==> config.mk <==
export PLATFORM = sky130hd
export DESIGN_NAME = rss_angle_div
export DESIGN_NICKNAME = d
export VERILOG_FILES = /design/src/rtl/core/rss_pkg.sv /design/src/rtl/core/rss_angle_div.sv
export SDC_FILE = /design/constraint.sdc
export NUM_CORES = 1
export LEC_CHECK = 0
export ABC_AREA = 1
export BUFFER_PORTS_ARGS = -buffer_cell sky130_fd_sc_hd__buf_2
export CAP_MARGIN = 20
export CORE_ASPECT_RATIO = 1.4
export CORE_MARGIN = 1.5
export CORE_UTILIZATION = 55
export DETAILED_ROUTE_END_ITERATION = 8
export MAX_ROUTING_LAYER = met4
export PLACE_DENSITY = 0.77
export SLEW_MARGIN = 0
export SYNTH_ARGS = -nofsm -noshare
export SYNTH_HDL_FRONTEND = slang
export SYNTH_SLANG_ARGS = --single-unit
==> constraint.sdc <==
create_clock -name clk -period 5 [get_ports clk]
set_input_delay 0.25 -clock clk [delete_from_list [all_inputs] [get_ports clk]]
set_output_delay 0.25 -clock clk [all_outputs]
set_load 0.01 [all_outputs]
==> src/rtl/core/rss_pkg.sv <==
// Shared types, codes and constant tables for the range scan ring store.
// No dependencies; imported by rss_angle_div, rss_store and range_scan_ring_store.
package rss_pkg;

  localparam int LEN_W = 12;

  localparam logic [2:0] OP_PUSH   = 3'd0;
  localparam logic [2:0] OP_OLDEST = 3'd1;
  localparam logic [2:0] OP_NEWEST = 3'd2;
  localparam logic [2:0] OP_SLOT   = 3'd3;
  localparam logic [2:0] OP_CLEAR  = 3'd4;

  localparam logic [2:0] ST_OK     = 3'd0;
  localparam logic [2:0] ST_EMPTY  = 3'd1;
  localparam logic [2:0] ST_ANGLE  = 3'd2;
  localparam logic [2:0] ST_SLOT   = 3'd3;
  localparam logic [2:0] ST_SAMPLE = 3'd4;

  localparam logic [11:0] ANGLE_MAX = 12'd1800;
  localparam logic [3:0]  RES_RESET = 4'd10;
  localparam int          RECIP_SHIFT = 18;

  typedef struct packed {
    logic samp_we;
    logic samp_re;
    logic len_we;
    logic len_re;
  } mem_ctl_t;

  typedef enum logic [3:0] {
    S_IDLE = 4'b0001,
    S_CALC = 4'b0010,
    S_IDX  = 4'b0100,
    S_RD   = 4'b1000
  } state_t;

  // resolution saturated to 1..10
  function automatic logic [3:0] eff_res(input logic [3:0] r);
    logic [3:0] v;
    v = r;
    if (r < 4'd1) v = 4'd1;
    if (r > 4'd10) v = 4'd10;
    return v;
  endfunction

  // 1 + 1800 / res
  function automatic logic [LEN_W-1:0] scan_dim(input logic [3:0] r);
    logic [LEN_W-1:0] d;
    case (r)
      4'd1:    d = 12'd1801;
      4'd2:    d = 12'd901;
      4'd3:    d = 12'd601;
      4'd4:    d = 12'd451;
      4'd5:    d = 12'd361;
      4'd6:    d = 12'd301;
      4'd7:    d = 12'd258;
      4'd8:    d = 12'd226;
      4'd9:    d = 12'd201;
      default: d = 12'd181;
    endcase
    return d;
  endfunction

  // ceil(2^18 / (2*res)); exact quotient for numerators below 8192
  function automatic logic [17:0] recip(input logic [3:0] r);
    logic [17:0] m;
    case (r)
      4'd1:    m = 18'd131072;
      4'd2:    m = 18'd65536;
      4'd3:    m = 18'd43691;
      4'd4:    m = 18'd32768;
      4'd5:    m = 18'd26215;
      4'd6:    m = 18'd21846;
      4'd7:    m = 18'd18725;
      4'd8:    m = 18'd16384;
      4'd9:    m = 18'd14564;
      default: m = 18'd13108;
    endcase
    return m;
  endfunction

endpackage

==> src/rtl/core/rss_angle_div.sv <==
// Angle to sample index: round(angle / res) by reciprocal multiply, one register.
// Depends on rss_pkg.
module rss_angle_div (
  input  logic        clk,
  input  logic [11:0] angle,
  input  logic [3:0]  res,
  output logic [11:0] index
);
  import rss_pkg::*;

  logic [12:0] num;
  logic [30:0] prod_r;

  assign num = {angle, 1'b0} + 13'(res);

  always_ff @(posedge clk) begin
    prod_r <= num * recip(res);
  end

  assign index = prod_r[RECIP_SHIFT+11:RECIP_SHIFT];

endmodule

==> results of run 1 <==
[Yosys cell counts (all sizes together), types with 4 or more instances]
| library cell | n | area, um2 |
|---|---|---|
| a21oi | 34 | 181 |
| buf | 11 | 65.1 |
| clkbuf | 6 | 23.8 |
| clkinv | 4 | 15.0 |
| dfxtp | 12 | 240 |
| fa | 175 | 3500 |
| ha | 77 | 963 |
| inv | 268 | 1010 |
| nand2 | 253 | 962 |
| nand3 | 23 | 133 |
| nand4 | 4 | 25.0 |
| nor2 | 148 | 581 |
| nor3 | 8 | 45.0 |
| o21ai | 21 | 105 |
| o21bai | 4 | 30.0 |
| xor2 | 9 | 86.3 |
[cell type report]
type,instances,area share
Multi-Input combinational cell,776,0.695
Clock buffer,4,0.00847
Timing Repair Buffer,206,0.153
Inverter,272,0.0982
Sequential cell,12,0.0229
Tap cell,189,0.0225
[stage by stage]
step	hold slack, ps	area (um2)
global placement	644	9980
detailed placement	643	9980
finish	867	10500
CTS	833	10300
global route	902	10500
floorplan	554	8330
[final timing paths]
path	startpoint	to	cells after the start
max	angle[0]	prod_r[28]	33
min	angle[11]	prod_r[29]	7
[per-layer routing]
| layer | routed length (um) | GRT usage | up-vias |
|---|---|---|---|
| met4 | 2530 | 0.264 | 0 |
| li1 | - | - | 3531 |
| met2 | 13000 | 0.613 | 386 |
| met5 | 0 | - | - |
| met3 | 1650 | 0.0337 | 185 |
| met1 | 8240 | 0.376 | 3821 |
[timing repair]
action / 4_1_cts / 5_1_grt
setup endpoints to repair: 12 / 12
hold endpoints to repair: 0 / 0
resized for setup: 56 / 48
pin swaps: 31 / 28
buffers inserted: 7 / 2
[cell families (layout without fill, tap and decap cells)]
group | Yosys count | count (layout) | synth area share
flip-flops | 12 | 12 | 0.0296
buffers and inverters | 289 | 482 | 0.137
adder cells (fa/ha/maj) | 252 | 252 | 0.551
XOR/XNOR | 11 | 11 | 0.0128
AO/OA/AOI/OAI | 70 | 70 | 0.0495
AND/OR/NAND/NOR | 443 | 443 | 0.221
==> impl_metrics.env, run 1 <==
export IMPL_critPathTopFamily="adder cells"
export IMPL_synthesis_area_um2=8110
export IMPL_synthCells=1077
export IMPL_cp_arrival_ps=5800
export IMPL_place_congestion=1.01
export IMPL_cp_slowest_cell="fa_2"
export IMPL_slowest_delay_ps=570
export IMPL_finalCriticalPeriod_ps=5650
export IMPL_n_fill_cell=1114
export IMPL_diodes=0
export IMPL_worst_pin_slew_ps=456
export IMPL_slew_headroom=0.694
export IMPL_die_y_um=147
export IMPL_syn_area_per_cell_um2=7.53
export IMPL_synth_seq_cells=12
export IMPL_status="complete, but fails checks"
export IMPL_yosysUniqueCellTypes=40
export IMPL_hold_violations=0
export IMPL_grt_total_usage=0.355
export IMPL_first_iter_violations=588
export IMPL_hpwl_um=21200
export IMPL_ys_flop_type="dfxtp_1"
export IMPL_slew_violations=0
export IMPL_htree_levels=1
export IMPL_layout_setup_ws_ps=-655
export IMPL_top_register="prod_r"
export IMPL_rsz0062_at_grt="true"
export IMPL_drtPass1Iterations=5
export IMPL_drtAntennaViolNets=0
export IMPL_end_kind="register"
export IMPL_hold_path_class="in2reg"
export IMPL_fin_tns_setup_ps=-6500
export IMPL_multi_input_area_um2=7290
export IMPL_dieArea_um2=15500
export IMPL_grt_max_degree=18
export IMPL_nets=1540
export IMPL_setup_viol=12
export IMPL_largest_reg_flops=12
export IMPL_wl_um=25400
export IMPL_clk_pin_slew_worst_paths_ps=50
export IMPL_fmax_ghz=0.177
export IMPL_hold_buffers=0
export IMPL_io_pins=29
export IMPL_violations="setup timing"
export IMPL_synth_async_reset_ratio=0
export IMPL_cts_tree="built"
export IMPL_crit_fanout=4
export IMPL_die_w_um=106
export IMPL_start_kind="input pin"
export IMPL_final_common_cell="inv_1"
export IMPL_post_route_util=0.726
export IMPL_min_period_over_period=1.13
export IMPL_area_growth_pct=29.3
export IMPL_grt_pass1_vias=8780
export IMPL_path_common_cell="nor2_1"
export IMPL_critPathKind="in2reg"
export IMPL_cts_made_buffers=3
export IMPL_overflow=0
export IMPL_dp_cells=1446
export IMPL_required_ps=5150
export IMPL_crit_buf_inv=8
export IMPL_vias=7923
export IMPL_port_buffers=28
export IMPL_layout_common_cells="inv_1, nand2_1, fa_1"
export IMPL_start_util=0.562
export IMPL_drive_gt1_frac=0.278
export IMPL_clk_path_buf_depth=2
export IMPL_root_buffer="clkbuf_16"
export IMPL_dp_slack_ps=-879
export IMPL_routedWlPerCell_um=17.4
export IMPL_ys_seq_area_frac=0.0296
export IMPL_cts_sinks=12
export IMPL_syn_nets=1346
export IMPL_detail_route_vias_per_cell=5.43
export IMPL_drcViolationCount=0
export IMPL_grt_antenna_before_repair=0
export IMPL_ff_latch_area_um2=240
export IMPL_coreArea_um2=14400
export IMPL_synth_edf_count=0
export IMPL_drv_cap=0
export IMPL_synth_warnings=0
export IMPL_top_regs="prod_r (12)"
export IMPL_rows=52
export IMPL_layout_cells_non_filler=1459
export IMPL_grt_pass1_wl_um=41200
Power of run 1 is not shown: default switching activity piles up to over one toggle a cycle in this logic, so the estimate is an artifact.
==> inputs of run 2 (changes only) <==
BUFFER_PORTS_ARGS = -buffer_cell sky130_fd_sc_hd__buf_4   (was -buffer_cell sky130_fd_sc_hd__buf_2)
PLACE_DENSITY = 0.74   (was 0.77)
clock period = 5.46 ns   (was 5 ns; I/O delays follow)
==> run 2 against run 1 <==
The run still ends with setup timing left. Critical path depth is 1 lower. Largest cell class unchanged. Non-clock buffer count is 7 lower. First-iteration DRC count is 29% lower. Highest routed layer unchanged. Via count is 3.3% lower. Critical endpoint is now prod_r[24]. Critical path type unchanged. Final cell count is 0.41% lower. Global-route usage is 1.7 points lower. Hold slack better by 42 ps. Die area stayed put. Setup slack better by 520 ps. Final area is 0.39% lower. Wire length is 5.5% lower. Core utilization is 0.29 points lower.
==> impl_metrics.env, run 2 (same netlist as run 1, synthesis figures left out) <==
export IMPL_hold_violations=0
export IMPL_nets=1534
export IMPL_drive_gt1_frac=0.255
export IMPL_diodes=0
export IMPL_dieArea_um2=15500
export IMPL_detail_route_vias_per_cell=5.27
export IMPL_violations="setup timing"
export IMPL_top_register="prod_r"
export IMPL_io_pins=29
export IMPL_hold_path_class="in2reg"
export IMPL_multi_input_area_um2=7230
export IMPL_drv_cap=0
export IMPL_critPathTopFamily="adder cells"
export IMPL_clk_pin_slew_worst_paths_ps=40
export IMPL_start_util=0.562
export IMPL_port_buffers=28
export IMPL_largest_reg_flops=12
export IMPL_cp_arrival_ps=5730
export IMPL_use_met2=0.593
export IMPL_die_y_um=147
export IMPL_worst_pin_slew_ps=398
export IMPL_dpl_cell_area_um2=9840
export IMPL_crit_buf_inv=8
export IMPL_drtPass1Iterations=5
export IMPL_final_area_um2=10400
export IMPL_clk_path_buf_depth=2
export IMPL_ff_latch_area_um2=240
export IMPL_vias=7661
export IMPL_rows=52
export IMPL_slew_violations=0
export IMPL_fin_tns_setup_ps=-649
export IMPL_end_kind="register"
export IMPL_top_regs="prod_r (12)"
export IMPL_grt_pass1_vias=8304
export IMPL_path_common_cell="fa_1"
export IMPL_place_congestion=1.01
export IMPL_wl_um=24000
export IMPL_layout_setup_ws_ps=-139
export IMPL_grt_total_usage=0.338
export IMPL_area_growth_pct=28.8
export IMPL_fmax_ghz=0.179
export IMPL_n_fill_cell=1128
export IMPL_drcViolationCount=0
export IMPL_top_usage_layer="met2"
export IMPL_hold_depth=9
export IMPL_start_kind="input pin"
export IMPL_grt_antenna_before_repair=0
export IMPL_layout_common_cells="inv_1, nand2_1, buf_4"
export IMPL_slew_headroom=0.734
export IMPL_rsz0062_at_grt="true"
export IMPL_routedWlPerCell_um=16.5
export IMPL_crit_fanout=5
export IMPL_drtAntennaViolNets=0
export IMPL_status="complete, but fails checks"
export IMPL_critPathKind="in2reg"
export IMPL_grt_pass1_wl_um=39300
export IMPL_hold_buffers=0
export IMPL_htree_levels=1
export IMPL_slowest_delay_ps=530
export IMPL_first_iter_violations=417
export IMPL_root_buffer="clkbuf_16"
export IMPL_min_period_over_period=1.03
export IMPL_grtUsageMet3=0.0209
export IMPL_die_w_um=106
export IMPL_hpwl_um=20000
export IMPL_setup_viol=9
export IMPL_cp_slowest_cell="fa_1"
export IMPL_grt_max_degree=18
export IMPL_required_ps=5590
export IMPL_hp_start="res[0]"
export IMPL_cts_sinks=12
export IMPL_final_common_cell="inv_1"
export IMPL_use_met1=0.367
export IMPL_coreArea_um2=14400
export IMPL_dp_cells=1437
export IMPL_cts_made_buffers=3
export IMPL_layout_cells_non_filler=1453
export IMPL_cts_tree="built"
export IMPL_min_to="prod_r[21]"
export IMPL_finalCriticalPeriod_ps=5600
export IMPL_overflow=0
## run 2: cell count changes in the layout (fill, tap and decap cells not counted), moves of 3 or more
cell | previous run | this run
buf_2 | 26 | 0
buf_4 | 167 | 186
nand2_1 | 225 | 235
nand2_2 | 23 | 15
inv_1 | 243 | 249
a21oi_1 | 14 | 18
a21oi_2 | 19 | 15
inv_2 | 23 | 19
nor2_1 | 121 | 125
nor2_4 | 10 | 6
nand3_2 | 4 | 1
o21ai_0 | 8 | 11
## run 2: per-layer routing
layer	up-vias	share of wire
met1	3725	0.34
met3	115	0.058
met5	-	0
met4	0	0.090
met2	302	0.52
li1	3519	-
## run 2: what timing repair did
| item | in CTS | in global routing |
|---|---|---|
| endpoints found under the setup margin | 12 | 12 |
| pin swaps | 15 | 44 |
| cloned | 1 | 0 |
| setup buffers | 2 | 10 |
| gates resized for setup | 43 | 66 |
## run 2: worst max-delay path by stage
| stage | cells after the start | to | slack, ps | from |
|---|---|---|---|---|
| 6_report | 32 | prod_r[24] | -140 | res[1] |
| 5_1_grt | 32 | prod_r[24] | -390 | res[1] |
| 4_1_cts | 29 | prod_r[29] | -50 | res[1] |
| 3_5_place_dp | 31 | prod_r[29] | -510 | res[1] |
| 3_3_place_gp | 31 | prod_r[29] | -520 | res[1] |
| 2_1_floorplan | 28 | prod_r[29] | -30 | angle[0] |
## run 2: area by class of cell
cell class / count / area share
Sequential cell: 12 / 0.0230
Timing Repair Buffer: 199 / 0.155
Inverter: 272 / 0.0983
Multi-Input combinational cell: 777 / 0.692
Clock buffer: 4 / 0.00850
Tap cell: 189 / 0.0226
## run 2: stage by stage
stage | setup slack (ps) | utilization | hold WS (ps)
2_1_floorplan | -25.4 | - | 577
3_3_place_gp | -523 | 0.681 | 665
3_5_place_dp | -511 | 0.681 | 663
4_1_cts | -50.1 | 0.703 | 907
5_1_grt | -390 | 0.723 | 931
6_report | -139 | 0.723 | 909
Power of run 2 is left out for the same reason.
==> inputs of run 3 (changes only) <==
ABC_AREA = unset   (was 1)
CORE_ASPECT_RATIO = unset   (was 1.4)
clock period = 6.7 ns   (was 5.46 ns; I/O delays follow)
==> run 3 against run 2 <==
The run now ends clean. Global-route usage decreased by 5.7 points. Setup slack improved by 460 ps. Die area shrank 6.3%. Via count down 21%. Synthesized cell count down 17%. Sequential share of layout area rose by 0.57 points. Hold slack improved by 80 ps. Critical endpoint is now prod_r[29]. Largest cell class unchanged.
==> impl_metrics.env, run 3 <==
export IMPL_area_growth_pct=10.1
export IMPL_die_w_um=120
export IMPL_yosysMostFrequentCell="inv_1"
export IMPL_cts_made_buffers=3
export IMPL_synth_xor_area_frac=0.0356
export IMPL_status="finished, final reports clean"
export IMPL_dp_slack_ps=18.2
export IMPL_hold_path_class="reg2out"
export IMPL_wl_um=18100
export IMPL_end_kind="register"
export IMPL_synth_warnings=0
export IMPL_required_ps=6830
export IMPL_grt_pass1_wl_um=31100
export IMPL_cp_arrival_ps=6510
export IMPL_n_fill_cell=1168
export IMPL_rows=42
export IMPL_layout_setup_ws_ps=318
export IMPL_start_util=0.569
export IMPL_worst_pin_slew_ps=724
export IMPL_synth_top_cell_area_share=0.461
export IMPL_io_pins=29
export IMPL_power_leakage_uw=0.00441
export IMPL_yosysUniqueCellTypes=54
export IMPL_detail_route_vias_per_cell=5.44
export IMPL_vias=6060
export IMPL_drtPass1Iterations=5
export IMPL_clk_pin_slew_worst_paths_ps=50
export IMPL_p_per_area_nw_per_um2=392
export IMPL_nets=1208
export IMPL_synth_top_cell_by_area="fa_1"
export IMPL_grt_pass1_vias=6575
export IMPL_cts_sinks=12
export IMPL_critPathKind="in2reg"
export IMPL_synth_edf_count=0
export IMPL_grt_antenna_before_repair=0
export IMPL_port_buffers=28
export IMPL_min_to="index[6]"
export IMPL_final_common_cell="inv_1"
export IMPL_wl_met1_um=7030
export IMPL_yosys_area_share_simple=0.173
export IMPL_synth_compound_area_frac=0.0605
export IMPL_crit_fanout=8
export IMPL_hp_start="prod_r[24]"
export IMPL_synthMuxAreaShare=0.00132
export IMPL_drv_cap=0
export IMPL_start_kind="input pin"
export IMPL_synth_fa_ha_area_frac=0.588
export IMPL_hold_depth=1
export IMPL_dieArea_um2=14500
export IMPL_slew_headroom=0.516
export IMPL_top_register="prod_r"
export IMPL_drive_gt1_frac=0.0959
export IMPL_min_period_over_period=0.953
export IMPL_routed_wl_met2_um=9200
export IMPL_cts_tree="built"
export IMPL_synthCells=890
export IMPL_irDropWorstVdd_uv=378
export IMPL_syn_area_per_cell_um2=8.53
export IMPL_synthTopCellsByArea="fa_1, ha_1, inv_1"
export IMPL_root_buffer="clkbuf_16"
export IMPL_hpwl_um=15600
export IMPL_hold_buffers=0
export IMPL_drtAntennaViolNets=0
export IMPL_ys_flop_type="dfxtp_1"
export IMPL_top_regs="prod_r (12)"
export IMPL_grt_total_usage=0.281
export IMPL_hold_violations=0
export IMPL_fmax_ghz=0.157
export IMPL_fin_tns_setup_ps=0
export IMPL_drcViolationCount=0
export IMPL_largest_reg_flops=12
export IMPL_overflow=0
export IMPL_syn_nets=1159
export IMPL_coreArea_um2=13300
export IMPL_route_met3_wl_um=1080
export IMPL_synth_seq_cells=12
export IMPL_synth_top_family_by_area="adder cells"
export IMPL_place_congestion=0.957
export IMPL_topRoutingLayerUsed="met4"
export IMPL_routedWlPerCell_um=16.2
export IMPL_first_iter_violations=407
export IMPL_synthesis_area_um2=7590
export IMPL_htree_levels=1
export IMPL_diodes=0
export IMPL_report_power_total_uw=3280
export IMPL_die_y_um=120
export IMPL_setup_viol=0
export IMPL_hold_ws_ps=989
export IMPL_grt_max_degree=23
export IMPL_synth_async_reset_ratio=0
export IMPL_rsz0062_at_grt="false"
export IMPL_yosys_top_cells_count="inv_1, fa_1, nand2_1"
export IMPL_clk_path_buf_depth=2
export IMPL_layout_common_cells="inv_1, fa_1, nand2_1"
export IMPL_finalCriticalPeriod_ps=6380
export IMPL_slew_violations=0
export IMPL_post_route_util=0.626
export IMPL_ys_seq_area_frac=0.0316
run 3: cell types whose count changed in the layout (fill, tap and decap cells not counted), sizes merged, moves of 5 or more:
cell,change
nor2,-65
o21ai,-11
buf,-129
and3,+6
nor2b,+5
nor3,+9
and2,+14
nand3,-16
inv,-76
xnor2,+16
nand2b,+10
nand2,-102
run 3: kinds of logic (layout without fill, tap and decap cells):
| family | count (synthesis) | count (layout) |
|---|---|---|
| AO/OA/AOI/OAI | 69 | 69 |
| buffers and inverters | 219 | 267 |
| multiplexers | 1 | 1 |
| AND/OR/NAND/NOR | 307 | 307 |
| XOR/XNOR | 30 | 30 |
| adder cells (fa/ha/maj) | 252 | 252 |
| flip-flops | 12 | 12 |
run 3: metal layers:
layer | GRT usage | up-vias
li1 | - | 2771
met2 | 0.496 | 211
met5 | - | -
met3 | 0.0330 | 56
met4 | 0.105 | 0
met1 | 0.331 | 3022
run 3: power by group:
group / internal [uW] / total [uW] / switching, uW / leakage [uW]
sequential: 128 / 137 / 8.88 / 0.000100
clock: 90.5 / 127 / 36.1 / 0.0000442
combinational: 1320 / 3010 / 1700 / 0.00426
run 3: area by class of cell:
type / count / area [um2] / area share
Clock buffer: 4 / 88.8 / 0.0106
Multi-Input combinational cell: 659 / 6540 / 0.782
Inverter: 193 / 724 / 0.0867
Sequential cell: 12 / 240 / 0.0287
Timing Repair Buffer: 70 / 551 / 0.0658
Tap cell: 176 / 220 / 0.0263
run 3: worst max path at each step:
stage | from | to | slack, ps | depth (start not counted)
finish | res[0] | prod_r[29] | 320 | 25
global route | res[0] | prod_r[29] | 4 | 25
CTS | res[1] | prod_r[29] | 260 | 26
detailed placement | res[1] | prod_r[29] | 20 | 26
global placement | res[1] | prod_r[29] | 100 | 24
floorplan | angle[0] | prod_r[29] | 480 | 24
run 3: per-stage QoR:
| stage | instances | area (um2) |
|---|---|---|
| 2_1_floorplan | 890 | 7590 |
| 3_3_place_gp | 1110 | 8260 |
| 3_5_place_dp | 1110 | 8260 |
| 4_1_cts | 1114 | 8340 |
| 5_1_grt | 1114 | 8360 |
| 6_report | 1114 | 8360 |
run 3: repair_timing:
action                     CTS  global route
setup buffers                0             0
setup endpoints to repair    0             2
resized for setup            0             3
run 3: worst max-delay path, cell delays in order:
cell	delay (ps)
buf_4	140
inv_1	170
ha_1	260
nor2_1	80
a21oi_1	210
nor2_1	150
nor2_1	590
nand2_1	150
fa_1	500
inv_1	50
fa_1	400
fa_1	550
inv_1	60
fa_1	510
fa_1	490
inv_1	40
ha_1	300
a21o_1	190
nor3_1	200
a21oi_2	140
o21ai_2	310
a21oi_2	160
o311ai_2	300
nand2b_1	100
xnor2_1	120
No activity file was read; power rests on OpenSTA's default activity.
